==> config.mk <==
export PLATFORM = sky130hd
export DESIGN_NAME = register_calculator_instruction_unit_core_flat
export DESIGN_NICKNAME = d
export VERILOG_FILES = /design/src/ricu_pkg.sv /design/src/ricu_instr_if.sv /design/src/ricu_result_if.sv /design/src/register_calculator_instruction_unit_core.sv /design/src/flat_wrapper.sv
export SDC_FILE = /design/constraint.sdc
export NUM_CORES = 1
export LEC_CHECK = 0
export BUFFER_PORTS_ARGS = -buffer_cell sky130_fd_sc_hd__buf_2
export CAP_MARGIN = 20
export CORE_MARGIN = 4
export CORE_UTILIZATION = 48
export DETAILED_ROUTE_END_ITERATION = 10
export PLACE_DENSITY = 0.69
export SLEW_MARGIN = 20
export SYNTH_ARGS = -nofsm -noshare
export SYNTH_HDL_FRONTEND = slang
export SYNTH_SLANG_ARGS = --single-unit
==> constraint.sdc <==
create_clock -name clk -period 4.85 [get_ports clk]
set_input_delay 0.2425 -clock clk [delete_from_list [all_inputs] [get_ports clk]]
set_output_delay 0.2425 -clock clk [all_outputs]
set_load 0.02 [all_outputs]
==> src/ricu_pkg.sv <==
package ricu_pkg;

	// Field widths of the instruction word and the result
	localparam int INSTR_W     = 32;
	localparam int OPCODE_W    = 6;
	localparam int REG_FIELD_W = 5;
	localparam int IMM_W       = 10;
	localparam int FUNC_W      = 6;
	localparam int STATUS_W    = 3;
	localparam int VALUE_W     = 21;
	localparam int PROD_W      = 2 * IMM_W;
	localparam int CNT_W       = $clog2(IMM_W);

	// Default sizes of the register file and the history ring
	localparam int VALUE_REG_COUNT_DEF = 22;
	localparam int HISTORY_DEPTH_DEF   = 10;

	// Opcodes
	localparam logic [OPCODE_W-1:0] OP_ALU    = 6'd0;
	localparam logic [OPCODE_W-1:0] OP_STORE  = 6'd1;
	localparam logic [OPCODE_W-1:0] OP_RECALL = 6'd33;

	// ALU function codes
	localparam logic [FUNC_W-1:0] FN_NONE = 6'd0;
	localparam logic [FUNC_W-1:0] FN_ADD  = 6'd32;
	localparam logic [FUNC_W-1:0] FN_SUB  = 6'd34;
	localparam logic [FUNC_W-1:0] FN_MUL  = 6'd24;
	localparam logic [FUNC_W-1:0] FN_DIV  = 6'd26;

	typedef enum logic [STATUS_W-1:0] {
		ST_OK     = 3'd0,
		ST_PAIR   = 3'd1,
		ST_FUNC   = 3'd2,
		ST_OPCODE = 3'd3,
		ST_REG    = 3'd4,
		ST_DIVZ   = 3'd5
	} status_t;

	typedef enum logic [2:0] {
		S_IDLE,
		S_DECODE,
		S_FETCH,
		S_RUN,
		S_DONE,
		S_RECALL
	} state_t;

	typedef enum logic [1:0] {
		K_REJECT,
		K_STORE,
		K_ALU,
		K_RECALL
	} kind_t;

	typedef struct packed {
		logic [OPCODE_W-1:0]    opcode;
		logic [REG_FIELD_W-1:0] src1;
		logic [REG_FIELD_W-1:0] src2;
		logic [IMM_W-1:0]       imm;
		logic [FUNC_W-1:0]      func;
	} instr_t;

endpackage

==> src/ricu_instr_if.sv <==
interface ricu_instr_if import ricu_pkg::*; ();
	logic               valid;
	logic               ready;
	logic [INSTR_W-1:0] instruction;

	modport source (output valid, output instruction, input ready);
	modport sink (input valid, input instruction, output ready);
endinterface

==> src/ricu_result_if.sv <==
interface ricu_result_if import ricu_pkg::*; ();
	logic                       valid;
	logic                       ready;
	logic [STATUS_W-1:0]        status;
	logic signed [VALUE_W-1:0]  value;
	logic                       value_valid;

	modport source (output valid, output status, output value, output value_valid, input ready);
	modport sink (input valid, input status, input value, input value_valid, output ready);
endinterface

==> src/register_calculator_instruction_unit_core.sv <==
// A store or rejected word is answered from decode, a recall after a history ring read, and
// an ALU word after decode, operand read, 10 bit-serial steps and write-back.
// One item at a time: a new word is taken only once the last result is loaded; the ALU work
// is done by the 10-step bit-serial add/subtract, shift-add multiply and restoring divide unit.
// Asynchronous reset clears the control state and the valid bits of the value registers
// and the history ring, so both read as zero at once; no clearing pass is needed.
module register_calculator_instruction_unit_core import ricu_pkg::*; #(
	parameter int VALUE_REG_COUNT = VALUE_REG_COUNT_DEF,
	parameter int HISTORY_DEPTH   = HISTORY_DEPTH_DEF
) (
	input  logic          clk,
	input  logic          arst_n,
	ricu_instr_if.sink    instr,
	ricu_result_if.source result
);

	localparam int RAW = $clog2(VALUE_REG_COUNT);
	localparam int HAW = $clog2(HISTORY_DEPTH);

	state_t state_q, state_d;
	instr_t instr_q;
	kind_t  kind;
	status_t dec_status;

	// Control strobes
	logic in_ready, ld_out, ld_ok;
	logic vreg_we, rd_en, hist_rd_en, rp_we, hist_we, load_ops, step;

	// Value register file
	logic [IMM_W-1:0]           vreg_mem [VALUE_REG_COUNT];
	logic [VALUE_REG_COUNT-1:0] vreg_vld_q;
	logic [RAW-1:0]             sp_q;
	logic [IMM_W-1:0]           rd_a_q, rd_b_q;
	logic                       rd_a_vld_q, rd_b_vld_q;
	logic [IMM_W-1:0]           opa, opb;

	// History ring
	logic [VALUE_W-1:0]       hist_mem [HISTORY_DEPTH];
	logic [HISTORY_DEPTH-1:0] hist_vld_q;
	logic [HAW-1:0]           hwp_q, rp_q, rp_nxt;
	logic [VALUE_W-1:0]       hist_rd_q;
	logic                     hist_rd_vld_q;

	// Bit-serial datapath
	logic [IMM_W-1:0]  opa_q, opb_q;
	logic [PROD_W-1:0] acc_q;
	logic [IMM_W-1:0]  rem_q;
	logic [IMM_W:0]    rem_sh;
	logic              carry_q, divz_q, rem_ge, bx, sum_bit;
	logic [CNT_W-1:0]  cnt_q;
	logic [VALUE_W-1:0] alu_res;

	// Output register
	logic                out_valid_q, vv_q;
	logic [STATUS_W-1:0] status_q;
	logic [VALUE_W-1:0]  value_q;
	status_t             out_status;
	logic [VALUE_W-1:0]  out_value;
	logic                out_vv;

	// Decode and validation
	always_comb begin
		logic fn_ok, regs_ok;
		kind       = K_REJECT;
		dec_status = ST_OK;
		case (instr_q.func)
			FN_ADD, FN_SUB, FN_MUL, FN_DIV: fn_ok = 1'b1;
			default: fn_ok = 1'b0;
		endcase
		regs_ok = (instr_q.src1 != '0) && (instr_q.src1 <= REG_FIELD_W'(VALUE_REG_COUNT - 1))
			&& (instr_q.src2 != '0) && (instr_q.src2 <= REG_FIELD_W'(VALUE_REG_COUNT - 1));
		case (instr_q.opcode)
			OP_ALU: begin
				if (!fn_ok) begin
					dec_status = ST_FUNC;
				end else if (!regs_ok) begin
					dec_status = ST_REG;
				end else begin
					kind = K_ALU;
				end
			end
			OP_STORE, OP_RECALL: begin
				if (instr_q.func != FN_NONE) begin
					dec_status = ST_PAIR;
				end else if (instr_q.src1 != '0 || instr_q.src2 != '0) begin
					dec_status = ST_REG;
				end else if (instr_q.opcode == OP_STORE) begin
					kind = K_STORE;
				end else begin
					kind = K_RECALL;
				end
			end
			default: dec_status = ST_OPCODE;
		endcase
	end

	assign ld_ok = !out_valid_q || result.ready;

	// Next state
	always_comb begin
		state_d = state_q;
		case (state_q)
			S_IDLE: begin
				if (instr.valid) state_d = S_DECODE;
			end
			S_DECODE: begin
				case (kind)
					K_ALU:    state_d = S_FETCH;
					K_RECALL: state_d = S_RECALL;
					default: begin
						if (ld_ok) state_d = S_IDLE;
					end
				endcase
			end
			S_FETCH: state_d = S_RUN;
			S_RUN: begin
				if (cnt_q == CNT_W'(IMM_W - 1)) state_d = S_DONE;
			end
			S_DONE, S_RECALL: begin
				if (ld_ok) state_d = S_IDLE;
			end
			default: state_d = S_IDLE;
		endcase
	end

	// State outputs
	always_comb begin
		in_ready   = 1'b0;
		ld_out     = 1'b0;
		vreg_we    = 1'b0;
		rd_en      = 1'b0;
		hist_rd_en = 1'b0;
		rp_we      = 1'b0;
		hist_we    = 1'b0;
		load_ops   = 1'b0;
		step       = 1'b0;
		out_status = ST_OK;
		out_value  = '0;
		out_vv     = 1'b0;
		case (state_q)
			S_IDLE: in_ready = 1'b1;
			S_DECODE: begin
				out_status = dec_status;
				case (kind)
					K_ALU: rd_en = 1'b1;
					K_RECALL: begin
						hist_rd_en = 1'b1;
						rp_we      = 1'b1;
					end
					default: begin
						ld_out  = ld_ok;
						vreg_we = ld_ok && (kind == K_STORE);
					end
				endcase
			end
			S_FETCH: load_ops = 1'b1;
			S_RUN:   step = 1'b1;
			S_DONE: begin
				ld_out  = ld_ok;
				hist_we = ld_ok && !divz_q;
				if (divz_q) begin
					out_status = ST_DIVZ;
				end else begin
					out_value = alu_res;
					out_vv    = 1'b1;
				end
			end
			S_RECALL: begin
				ld_out    = ld_ok;
				out_value = hist_rd_vld_q ? hist_rd_q : '0;
				out_vv    = 1'b1;
			end
			default: in_ready = 1'b0;
		endcase
	end

	// Control registers
	always_ff @(posedge clk or negedge arst_n) begin
		if (!arst_n) begin
			state_q     <= S_IDLE;
			sp_q        <= RAW'(1);
			hwp_q       <= '0;
			rp_q        <= '0;
			vreg_vld_q  <= '0;
			hist_vld_q  <= '0;
			out_valid_q <= 1'b0;
		end else begin
			state_q <= state_d;
			if (vreg_we) begin
				vreg_vld_q[sp_q] <= 1'b1;
				sp_q <= (sp_q == RAW'(VALUE_REG_COUNT - 1)) ? RAW'(1) : sp_q + RAW'(1);
			end
			if (rp_we) rp_q <= rp_nxt;
			if (hist_we) begin
				hist_vld_q[hwp_q] <= 1'b1;
				hwp_q <= (hwp_q == HAW'(HISTORY_DEPTH - 1)) ? '0 : hwp_q + HAW'(1);
			end
			if (ld_out) begin
				out_valid_q <= 1'b1;
			end else if (result.ready) begin
				out_valid_q <= 1'b0;
			end
		end
	end

	// Recall pointer steps back, or jumps to the newest slot from zero
	always_comb begin
		if (rp_q != '0) begin
			rp_nxt = rp_q - HAW'(1);
		end else if (hwp_q == '0) begin
			rp_nxt = HAW'(HISTORY_DEPTH - 1);
		end else begin
			rp_nxt = hwp_q - HAW'(1);
		end
	end

	// Instruction capture
	always_ff @(posedge clk) begin
		if (in_ready && instr.valid) instr_q <= instr_t'(instr.instruction);
	end

	// Value register file: one write, two registered reads
	always_ff @(posedge clk) begin
		if (vreg_we) vreg_mem[sp_q] <= instr_q.imm;
		if (rd_en) begin
			rd_a_q     <= vreg_mem[instr_q.src1[RAW-1:0]];
			rd_b_q     <= vreg_mem[instr_q.src2[RAW-1:0]];
			rd_a_vld_q <= vreg_vld_q[instr_q.src1[RAW-1:0]];
			rd_b_vld_q <= vreg_vld_q[instr_q.src2[RAW-1:0]];
		end
	end

	assign opa = rd_a_vld_q ? rd_a_q : '0;
	assign opb = rd_b_vld_q ? rd_b_q : '0;

	// History ring: one write, one registered read
	always_ff @(posedge clk) begin
		if (hist_we) hist_mem[hwp_q] <= alu_res;
		if (hist_rd_en) begin
			hist_rd_q     <= hist_mem[rp_nxt];
			hist_rd_vld_q <= hist_vld_q[rp_nxt];
		end
	end

	// Serial step terms
	assign bx      = (instr_q.func == FN_SUB) ? ~opb_q[0] : opb_q[0];
	assign sum_bit = opa_q[0] ^ bx ^ carry_q;
	assign rem_sh  = {rem_q, opa_q[IMM_W-1]};
	assign rem_ge  = rem_sh >= {1'b0, opb_q};

	// Bit-serial datapath, one bit per cycle
	always_ff @(posedge clk) begin
		if (load_ops) begin
			opa_q   <= opa;
			opb_q   <= opb;
			acc_q   <= '0;
			rem_q   <= '0;
			carry_q <= (instr_q.func == FN_SUB);
			cnt_q   <= '0;
			divz_q  <= (instr_q.func == FN_DIV) && (opb == '0);
		end else if (step) begin
			cnt_q <= cnt_q + CNT_W'(1);
			case (instr_q.func)
				FN_MUL: begin
					// MSB-first shift-add
					acc_q <= {acc_q[PROD_W-2:0], 1'b0}
						+ (opb_q[IMM_W-1] ? {{(PROD_W - IMM_W){1'b0}}, opa_q} : '0);
					opb_q <= {opb_q[IMM_W-2:0], 1'b0};
				end
				FN_DIV: begin
					// restoring divide, quotient shifts into opa_q; remainder stays below divisor
					rem_q <= rem_ge ? IMM_W'(rem_sh - {1'b0, opb_q}) : rem_sh[IMM_W-1:0];
					opa_q <= {opa_q[IMM_W-2:0], rem_ge};
				end
				default: begin
					// LSB-first add or subtract with carry flop
					carry_q <= (opa_q[0] & bx) | (opa_q[0] & carry_q) | (bx & carry_q);
					acc_q[IMM_W-1:0] <= {sum_bit, acc_q[IMM_W-1:1]};
					opa_q <= {1'b0, opa_q[IMM_W-1:1]};
					opb_q <= {1'b0, opb_q[IMM_W-1:1]};
				end
			endcase
		end
	end

	// Final ALU value, 21-bit two's complement
	always_comb begin
		case (instr_q.func)
			FN_ADD:  alu_res = VALUE_W'({carry_q, acc_q[IMM_W-1:0]});
			FN_SUB:  alu_res = {{(VALUE_W - IMM_W){~carry_q}}, acc_q[IMM_W-1:0]};
			FN_MUL:  alu_res = VALUE_W'(acc_q);
			FN_DIV:  alu_res = VALUE_W'(opa_q);
			default: alu_res = '0;
		endcase
	end

	// Output item payload
	always_ff @(posedge clk) begin
		if (ld_out) begin
			status_q <= out_status;
			value_q  <= out_value;
			vv_q     <= out_vv;
		end
	end

	assign instr.ready        = in_ready;
	assign result.valid       = out_valid_q;
	assign result.status      = status_q;
	assign result.value       = value_q;
	assign result.value_valid = vv_q;

endmodule

==> src/flat_wrapper.sv <==
// flat-port wrapper written by rule: the top's interface ports become plain ports
module register_calculator_instruction_unit_core_flat import ricu_pkg::*;
#(
	parameter int VALUE_REG_COUNT = VALUE_REG_COUNT_DEF,
	parameter int HISTORY_DEPTH   = HISTORY_DEPTH_DEF
)
  (clk, arst_n, instr_valid, instr_instruction, instr_ready, result_valid, result_status, result_value, result_value_valid, result_ready);
  ricu_instr_if instr_i ();
  ricu_result_if result_i ();
  input  logic clk;
  input  logic arst_n;
  input wire logic [$bits(instr_i.valid)-1:0] instr_valid;
  input wire logic [$bits(instr_i.instruction)-1:0] instr_instruction;
  output wire logic [$bits(instr_i.ready)-1:0] instr_ready;
  output wire logic [$bits(result_i.valid)-1:0] result_valid;
  output wire logic [$bits(result_i.status)-1:0] result_status;
  output wire logic [$bits(result_i.value)-1:0] result_value;
  output wire logic [$bits(result_i.value_valid)-1:0] result_value_valid;
  input wire logic [$bits(result_i.ready)-1:0] result_ready;
  assign instr_i.valid = instr_valid;
  assign instr_i.instruction = instr_instruction;
  assign instr_ready = instr_i.ready;
  assign result_valid = result_i.valid;
  assign result_status = result_i.status;
  assign result_value = result_i.value;
  assign result_value_valid = result_i.value_valid;
  assign result_i.ready = result_ready;
  register_calculator_instruction_unit_core #(.VALUE_REG_COUNT(VALUE_REG_COUNT), .HISTORY_DEPTH(HISTORY_DEPTH)) u_core (.clk(clk), .arst_n(arst_n), .instr(instr_i), .result(result_i));
endmodule
# Word level (Yosys, flattened, before mapping)
# Memories as Yosys holds them, arrays and structs flattened. A register that Yosys moved wholly into a read port is not among the register bits.
# Index checks and enable logic that the tools add are counted.
# W data, S select, Z words.
[classes] addsub=7 n_mul=0 div=0 n_lt_le_gt_ge=10 eq_ne=22 n_shift=0 n_mux=72 bitwise=12 reduce_logical=35
[ops] cell="$pmux W21 S4" n=1
[ops] cell="$mux W10" n=8
[ops] cell="$pmux W10 S2" n=3
[ops] cell="$mux W21" n=2
[ops] cell="$pmux W21 S2" n=1
[ops] cell="$mux W1" n=28
[ops] cell="$mux W3" n=8
[ops] cell="$or A22 B22 Y22" n=1
[ops] cell="$add A20 B20 Y20" n=1
[ops] cell="$eq A6 B6 Y1 const B" n=3
[ops] cell="$lt A5 B6 Y1 const B" n=3
[ops] cell="$pmux W3 S2" n=3
[ops] cell="$pmux W3 S5" n=1
[ops] cell="$reduce_and A2 Y1" n=7
[ops] cell="$eq A6 B5 Y1 const B" n=2
[ops] cell="$mux W4" n=3
[ops] cell="$ge A11 B10 Y1" n=1
[ops] cell="$bmux W1 S5" n=2
[ops] cell="$le A5 B5 Y1 const B" n=2
[ops] cell="$logic_not A10 Y1" n=1
[ops] cell="$lt A4 B5 Y1 const B" n=2
[ops] cell="$mux W2" n=5
[ops] cell="$or A10 B10 Y10" n=1
[ops] cell="$reduce_bool A5 Y1" n=2
[ops] cell="other kinds (37)" n=67
[word_totals] register_bits=165 latch_bits=0 mem_bits_rw=430 romBits=0 output_inout_bits=27 word_cells=186 mem_count=2
[mem_list] name="u_core.vreg_mem" depth=22 word_bits=10 rd=2 rd_ports_with_merged_regs=2 wr=1 line="register_calculator_instruction_unit_core.sv:30" rtl="logic [IMM_W-1:0] vreg_mem [VALUE_REG_COUNT];"
[mem_list] name="u_core.hist_mem" depth=10 word_bits=21 rd=1 rd_ports_with_merged_regs=1 wr=1 line="register_calculator_instruction_unit_core.sv:38" rtl="logic [VALUE_W-1:0] hist_mem [HISTORY_DEPTH];"

# Longest topological paths before layout
# Gate-level depths: netlist of the first run.
[logic_depth] depth_word=13 mapped_depth=11 depth_no_buf=10

# Worst setup path after synthesis of the first run
# OpenSTA, ideal clock, no wires.
[synth_path] path_kind="flip-flop to flip-flop" start="register u_core.state_q[1]" end="memory u_core.hist_mem[5][0], enable pin" setup_ns=0.427 arrival_time_ns=2.885 slack_ns=1.538 stages_incl_launch_ff=7 n_path_buf=1 period_less_slack_ns=3.312 path_cell_list="dfrtp_1 -> nand2b_1 -> nor3_1 -> and2_0 -> clkbuf_1 -> nand2_1 -> nor3_1"
[synth_between] elab_chain_len=4
[synth_lines] item="start: declaration" line="register_calculator_instruction_unit_core.sv:20" rtl="state_t state_q, state_d;"
[synth_lines] item="start signal: assignment" line="register_calculator_instruction_unit_core.sv:188" rtl="state_q <= state_d;"
[synth_lines] item="$eq A3 B3 Y1" line="register_calculator_instruction_unit_core.sv:140" rtl="case (state_q)"
[synth_lines] item="$mux W1" line="register_calculator_instruction_unit_core.sv:140"
[synth_lines] item="$mux W1" line="register_calculator_instruction_unit_core.sv:238" rtl="if (hist_we) hist_mem[hwp_q] <= alu_res;"
[synth_lines] item="$mux W1 (not written as such)" line="register_calculator_instruction_unit_core.sv:238"
[synth_lines] item="end: declaration" line="register_calculator_instruction_unit_core.sv:38"
# Every way passes these cells.

# Final worst setup path of the first run
[layout_path] start="register u_core.rp_q[0]" end="register u_core.hist_rd_q[18], read port of u_core.hist_mem, data pin"
[layout_between] elab_chain_len=2 elab_cells_between_ends=3 classes_between="add/sub (1); mux (1); reduce/logical (1)"
[layout_lines] item="start: declaration" line="register_calculator_instruction_unit_core.sv:40" rtl="logic [HAW-1:0] hwp_q, rp_q, rp_nxt;"
[layout_lines] item="start signal: assignment" line="register_calculator_instruction_unit_core.sv:193" rtl="if (rp_we) rp_q <= rp_nxt;"
[layout_lines] item="$sub A4 B1 Y4 / $reduce_bool A4 Y1 (equally long branches)" line="register_calculator_instruction_unit_core.sv:209, register_calculator_instruction_unit_core.sv:208"
[layout_lines] item="$mux W4 *" line="register_calculator_instruction_unit_core.sv:208" rtl="if (rp_q != '0) begin"
[layout_lines] item="end: declaration" line="register_calculator_instruction_unit_core.sv:41" rtl="logic [VALUE_W-1:0] hist_rd_q;"
# Mark *: on every way between the ends. The rest lies on a longest branch, timed or not.
# A chain may end at the register's enable or synchronous reset.

==> out/results.ini, run 1 <==
[run_status]
outcome = finished clean

[place]
gp_congestion = 0.863
portBuffers = 62
hpwl_mm = 41.5

[final_layout]
num-fill-cells = 4486
multi_input_area_um2 = 9170
regArea_um2 = 18500
drive_gt1_share_pct = 22.4
layout_commonest_cell = edfxtp_1
layout_common_cells = 553 x edfxtp_1, 153 x mux4_2, 119 x nand2_1
num-nets-final = 1990
area_growth_pct = 13.7

[floorplan]
initial_core_util_pct = 48.7
core_area_um2 = 58000
dieWidth_um = 251
num_io_pins = 63
rows = 88
die_area_um2 = 62800
die_height_um = 251

[sta]
hold_viol = 0
skew_ns = 0.0252
finalMaxSlewViolations = 0
max-slew-margin-rel_pct = 29.6
fin_tns_setup_ns = 0
worst_pin_slew_ns = 1.06
rsz0062_at_grt = false
setup_viol = 0
period_needed_ns = 3.61
clock.fmax_ghz = 0.277
timing.final.crit_share_pct = 74.4

[worst_setup_path]
cp.required_ns = 5.19
cp_data_arrival_time_ns = 3.95
path_max_fanout = 53
endpoint_kind = flop
critPathKind = flop to flop
crit_path_start_kind = flop

[drt]
dr.pass1.iters = 5
detail_route.wirelength_mm = 67.7
via_per_inst = 6.09
dr_total_vias = 16700
drt-initial-drc-count = 1604
wl_per_cell_um = 24.7
drc = 0
ant_nets = 0

[synthesis]
yosysWarnings = 0
synth-edff-count = 553
ys_ff_latch = 636
synth_ff_type = edfxtp_1
syn_avg_cell_area_um2 = 15.6
synth-seq-area-share_pct = 65.5
synthDistinctLibCells = 78
syn_nets = 1874
async_flop_share_pct = 7.70
synth_area_um2 = 28200
syn_inst = 1809

[worst_hold_path]
hp-class = input pin to flop

[cts]
clkTransAtPathRegs_ns = 0.06
cts_made_buffers = 67
clockBufferDepth = 3
post-cts-setup-buffers = 0
htreeDepth = 3
cts_tree = done
insertion_delay_ns = 0.63
cts_root_buf = clkbuf_16
clkSinkCount = 636

[grt]
grt-ovfl-total = 0
grtUsageTotal_pct = 21.4
grt_first_pass_wirelength_mm = 103
grt_max_degree = 58
grt_pass1_vias = 16800
antenna_found_initial = 1

[power_and_ir_drop]
power.leakage_nw = 11.4
p_per_area_nw_per_um2 = 417
ir_worst_vdd_mv = 0.371
p_total_mw = 13.4

[flow_run]
cap_violations = 0

-- synthesized netlist by cell type, drive strengths merged, types with 10 or more instances --
cell    instances  area [um^2]
a211oi         10         75.1
a21o           17          128
a21oi          39          195
a22o           24          210
a31oi          17          106
and2           13         81.3
buf            47          234
clkbuf         62          233
dfrtp          48         1200
dfxtp          34          681
edfxtp        553        16600
ha             26          325
inv            46          173
mux2i          86          861
mux4          153         3450
nand2         120          453
nand2b         38          238
nand3          54          270
nor2           83          312
nor3           27          151
nor4           11         96.3
o211ai         46          345
o21ai          79          395
o221ai         20          175
or2            36          225
xnor2          16          140
-- worst paths after layout --
| check | cells after the start | startpoint | slack, ns | end |
|---|---|---|---|---|
| setup / recovery | 8 | u_core.rp_q[0] | 1.24 | u_core.hist_rd_q[18] |
| hold / removal | 3 | result_ready | 0.19 | u_core.result.valid |
| setup reg to reg | 8 | u_core.rp_q[0] | 1.24 | u_core.hist_rd_q[18] |
| hold reg to reg | 1 | u_core.hist_vld_q[0] | 0.46 | u_core.hist_vld_q[0] |
| max in group asynchronous | 3 | arst_n | 4.04 | u_core.rp_q[3] |
| min in group asynchronous | 3 | arst_n | 0.29 | u_core.vreg_vld_q[15] |
-- per-layer routing --
metal  global-route usage [%]  vias to the layer above  part of all wire [%]
met5                        0                        -                     0
met4                     7.31                        0                   3.4
met3                     4.54                      132                   7.2
met2                     36.0                      663                    50
met1                     27.9                     8525                    40
li1                         -                     7401                     -
-- kinds of logic after synthesis --
| kind of cell | count (synthesis) | share of synthesized area, % |
|---|---|---|
| flops | 636 | 65.5 |
| simple gates | 422 | 7.55 |
| compound gates | 303 | 7.27 |
| mux | 242 | 15.4 |
| buf+inv | 157 | 2.29 |
| fa+ha+maj | 29 | 1.36 |
| xor+xnor | 20 | 0.620 |
-- cell type report --
cell class              count  share of cell area, %
flip-flops and latches    636                   57.6
multi-input cells        1016                   28.5
clock buffers              86                   5.66
repair buffers            156                   3.43
well taps                 765                   2.98
clock inverters            37                   1.20
inverters                  48                  0.561
diodes                      1                0.00779
-- stage by stage --
stage          instance area (um^2)  hold WS, ns  cells  utilization [%]  worst slack, ns
5_1_grt                       32100        0.161   2744             55.4            0.956
2_1_floorplan                 28200      -0.0531   1809                -             1.54
3_5_place_dp                  29600        0.398   2587             51.0             1.22
6_report                      32100        0.185   2745             55.4             1.24
3_3_place_gp                  29600        0.390   2587             51.0             1.30
4_1_cts                       32100        0.142   2744             55.4             1.21
-- worst max-delay path, stage by stage, from the launching register on --
cell,delay (ns)
dfrtp_1,0.42
inv_1,0.11
ha_1,0.24
nor3b_2,0.43
mux2_4,0.91
buf_4,0.43
mux4_2,0.54
nand3_1,0.09
o211ai_1,0.09
-- flip-flops by register name, indices dropped and copies added (netlist names), 5 cells and up --
name	cells
u_core.hist_vld_q	10
u_core.instr_q	32
u_core.acc_q	20
u_core.rd_a_q	10
u_core.opa_q	10
u_core.vreg_mem	220
u_core.sp_q	5
u_core.result.value	21
u_core.hist_mem	210
u_core.rem_q	10
u_core.opb_q	10
u_core.hist_rd_q	21
u_core.vreg_vld_q	22
u_core.rd_b_q	10
-- what timing repair did --
item / 4_1_cts / 5_1_grt
hold buffers: 34 / 0
endpoints found under the hold margin: 81 / 0
resized for setup: 0 / 0
-- power breakdown --
group	total (mW)	internal (mW)	switching, mW	leakage [nW]
clock network	5.14	2.96	2.18	1.08
registers	6.45	6.23	0.213	6.22
logic	1.80	0.717	1.09	4.15
total	13.4	9.91	3.48	11.4
No activity file was read; power rests on OpenSTA's default activity.
==> run 2: changes to the inputs <==
--- a/config.mk
+++ b/config.mk
@@ -5,6 +5,7 @@
 export SDC_FILE = /design/constraint.sdc
 export NUM_CORES = 1
 export LEC_CHECK = 0
+export ABC_AREA = 1
 export BUFFER_PORTS_ARGS = -buffer_cell sky130_fd_sc_hd__buf_2
 export CAP_MARGIN = 20
 export CORE_MARGIN = 4
==> constraint.sdc (replaced) <==
create_clock -name clk -period 3.6 [get_ports clk]
set_input_delay 0.18 -clock clk [delete_from_list [all_inputs] [get_ports clk]]
set_output_delay 0.18 -clock clk [all_outputs]
set_load 0.02 [all_outputs]
==> run 2 against run 1 <==
Net effect: core utilization grew 0.12 points; worst hold slack lost 0.092 ns; final cell count grew 49%; clock power grew 45%; cell area grew 6.4%; via count grew 40%; critical endpoint is now u_core.hist_rd_q[11]; routed wire length grew 30%; critical path type unchanged.
==> out/results.ini, run 2 <==
[power_and_ir_drop]
p_per_area_nw_per_um2 = 634  ; +52%
p_total_mw = 21.7  ; +62%
power.leakage_nw = 14.0  ; +22%
ir_worst_vdd_mv = 0.467  ; +26%

[worst_setup_path]
r2r_start = u_core.rp_q[0]
path_max_fanout = 24  ; -55%
cp_data_arrival_time_ns = 3.42  ; -0.53 ns
r2r_slack_ns = 0.55  ; -0.69 ns
critPathCapture = u_core.hist_rd_q[11]
regToRegEndpoint = u_core.hist_rd_q[11]
crit_start = u_core.rp_q[0]
crit_path_start_kind = flop
critPathKind = flop to flop
cp.required_ns = 3.97  ; -1.22 ns
rr_worst_depth = 11  ; +3
endpoint_kind = flop

[cts]
holdBufCountCts = 33  ; -2.9%
clockBufferDepth = 3  ; unchanged
htreeDepth = 3  ; unchanged
cts_made_buffers = 70  ; +4.5%
cts.repair.resized = 0  ; unchanged
post-cts-setup-buffers = 0  ; unchanged
cts_root_buf = clkbuf_16
clkTransAtPathRegs_ns = 0.06  ; about the same
clkSinkCount = 636  ; unchanged
cts_tree = done
insertion_delay_ns = 0.63  ; about the same

[final_layout]
reg_top3 = u_core.vreg_mem: 220 flops, u_core.hist_mem: 210 flops, u_core.instr_q: 32 flops
layout_common_cells = 804 x nand2_1, 553 x edfxtp_1, 277 x o21ai_0
top_register = u_core.vreg_mem
drive_gt1_share_pct = 10.7  ; -12 points
largest_reg_flops = 220  ; unchanged
layout_commonest_cell = nand2_1
num-fill-cells = 5220  ; +16%
regArea_um2 = 18500  ; unchanged
multi_input_area_um2 = 9700  ; +5.7%
num-nets-final = 3261  ; +64%
diodes = 0  ; -1
area_growth_pct = 14.5

[drt]
drc = 0  ; unchanged
dr_total_vias = 23400  ; +40%
ant_nets = 0  ; unchanged
wl_per_cell_um = 21.5  ; -13%
dr.pass1.iters = 8  ; +3
via_per_inst = 5.73  ; -6.0%
drt-initial-drc-count = 2956  ; +84%
detail_route.wirelength_mm = 88.1  ; +30%

[worst_hold_path]
hp-class = input pin to asynchronous set/reset pin

[floorplan]
core_area_um2 = 61600  ; +6.2%
dieWidth_um = 257  ; +2.7%
initial_core_util_pct = 48.5  ; -0.20 points
rows = 91  ; +3.4%
num_io_pins = 63  ; unchanged
die_height_um = 257  ; +2.7%
die_area_um2 = 66300  ; +5.5%

[synthesis]
synth_area_um2 = 29900  ; +5.7%
synth_area_leaders = edfxtp_1 56%, nand2_1 10%, o21ai_0 4.6%
ys_ff_latch = 636  ; unchanged
syn_inst = 3085  ; +71%
syn_avg_cell_area_um2 = 9.68  ; -38%
synth-seq-area-share_pct = 62.0  ; -3.5 points
async_flop_share_pct = 7.70  ; unchanged
netlist_top_cells_count = 804 x nand2_1, 553 x edfxtp_1, 285 x nor2_1, 277 x o21ai_0, 268 x inv_1
yosysMostFrequentCell = nand2_1
syn_nets = 3150  ; +68%
synth-edff-count = 553  ; unchanged
netlist.area_leader.share_pct = 55.6  ; -3.2 points
synthDistinctLibCells = 52  ; -33%
yosysWarnings = 0  ; unchanged
yosys.area.top_type = edfxtp_1
synth_ff_type = edfxtp_1

[grt]
grt_max_degree = 54  ; -6.9%
antenna_found_initial = 1  ; unchanged
grt-ovfl-total = 0  ; unchanged
grt_first_pass_wirelength_mm = 134  ; +30%
grt_pass1_vias = 22200  ; +32%
grtUsageTotal_pct = 26.2  ; +4.8 points

[sta]
clock.fmax_ghz = 0.328  ; +18%
whs_ns = 0.0931  ; -0.0921 ns
period_needed_ns = 3.05  ; -0.558 ns
setup_viol = 0  ; unchanged
timing.final.crit_share_pct = 84.8  ; +10 points
skew_ns = 0.0275  ; +0.00236 ns
worst_pin_slew_ns = 1.16  ; +0.104 ns
max-slew-margin-rel_pct = 22.7  ; -6.9 points
finalMaxSlewViolations = 0  ; unchanged
hold_viol = 0  ; unchanged
rsz0062_at_grt = false
fin_tns_setup_ns = 0  ; unchanged

[flow_run]
cap_violations = 0  ; unchanged

[place]
gp_congestion = 0.941  ; +9.1%
portBuffers = 62  ; unchanged
hpwl_mm = 57.7  ; +39%

[run_status]
outcome = finished clean

## run 2: worst max-delay path, stage by stage (launching register included)
cell	delay (ns)
dfrtp_1	0.38
inv_1	0.09
ha_1	0.25
nand3_2	0.19
inv_2	0.09
o21ai_4	0.61
buf_4	0.42
nand2_1	0.29
nor2_1	0.21
nor2_1	0.07
nand3_1	0.12
nand2_1	0.06
## run 2: worst min-delay path by stage
stage / from / endpoint / slack [ns]
global route: instr_valid / u_core.state_q[0] / 0.12
detailed placement: arst_n / u_core.hist_vld_q[9] / 0.21
finish: arst_n / u_core.hist_vld_q[9] / 0.09
global placement: arst_n / u_core.hist_vld_q[9] / 0.20
CTS: instr_valid / u_core.state_q[0] / 0.05
floorplan: arst_n / u_core.hist_vld_q[0] / -0.12
## run 2: per-layer routing
| metal | vias to the layer above | global-route usage (%) | part of all wire [%] | routed length (um) |
|---|---|---|---|---|
| met5 | - | 0 | 0 | 0 |
| met4 | 0 | 8.95 | 3.3 | 2880 |
| met3 | 185 | 5.15 | 9.8 | 8590 |
| met2 | 1229 | 39.5 | 44 | 39000 |
| met1 | 11200 | 38.2 | 43 | 37600 |
| li1 | 10800 | - | - | - |
## run 2: area by class of cell
class,instances,share of cell area [%]
Clock inverter,43,1.70
Clock buffer,87,5.37
Timing Repair Buffer,187,4.18
Tap cell,837,3.06
Inverter,287,3.15
Sequential cell,636,54.2
Multi-Input combinational cell,2014,28.4
## run 2: logic make-up (layout without fill, tap and decap cells)
kind of cell,count (synthesis),after routing,share of synthesized area (%)
fa+ha+maj,29,29,1.29
flops,636,636,62.0
compound gates,646,646,12.1
simple gates,1321,1321,18.3
buf+inv,435,604,5.79
xor+xnor,17,17,0.499
mux,1,1,0.0335
## run 2: where the power goes
group          total [mW]  leakage (nW)  switching, mW  internal (mW)
combinational        5.27          6.88           3.71           1.55
clock                7.44          1.16           3.02           4.42
sequential           8.95          5.95          0.349           8.60
## run 2: through the flow
step	instances	setup slack (ns)	cell area, um^2	util (%)
final	4091	0.548	34200	55.5
after global routing	4091	0.418	34200	55.5
after CTS	4088	0.564	34100	55.4
after detailed placement	3925	0.631	31400	51.0
after global placement	3925	0.734	31400	51.0
after floorplan	3085	0.695	29900	-
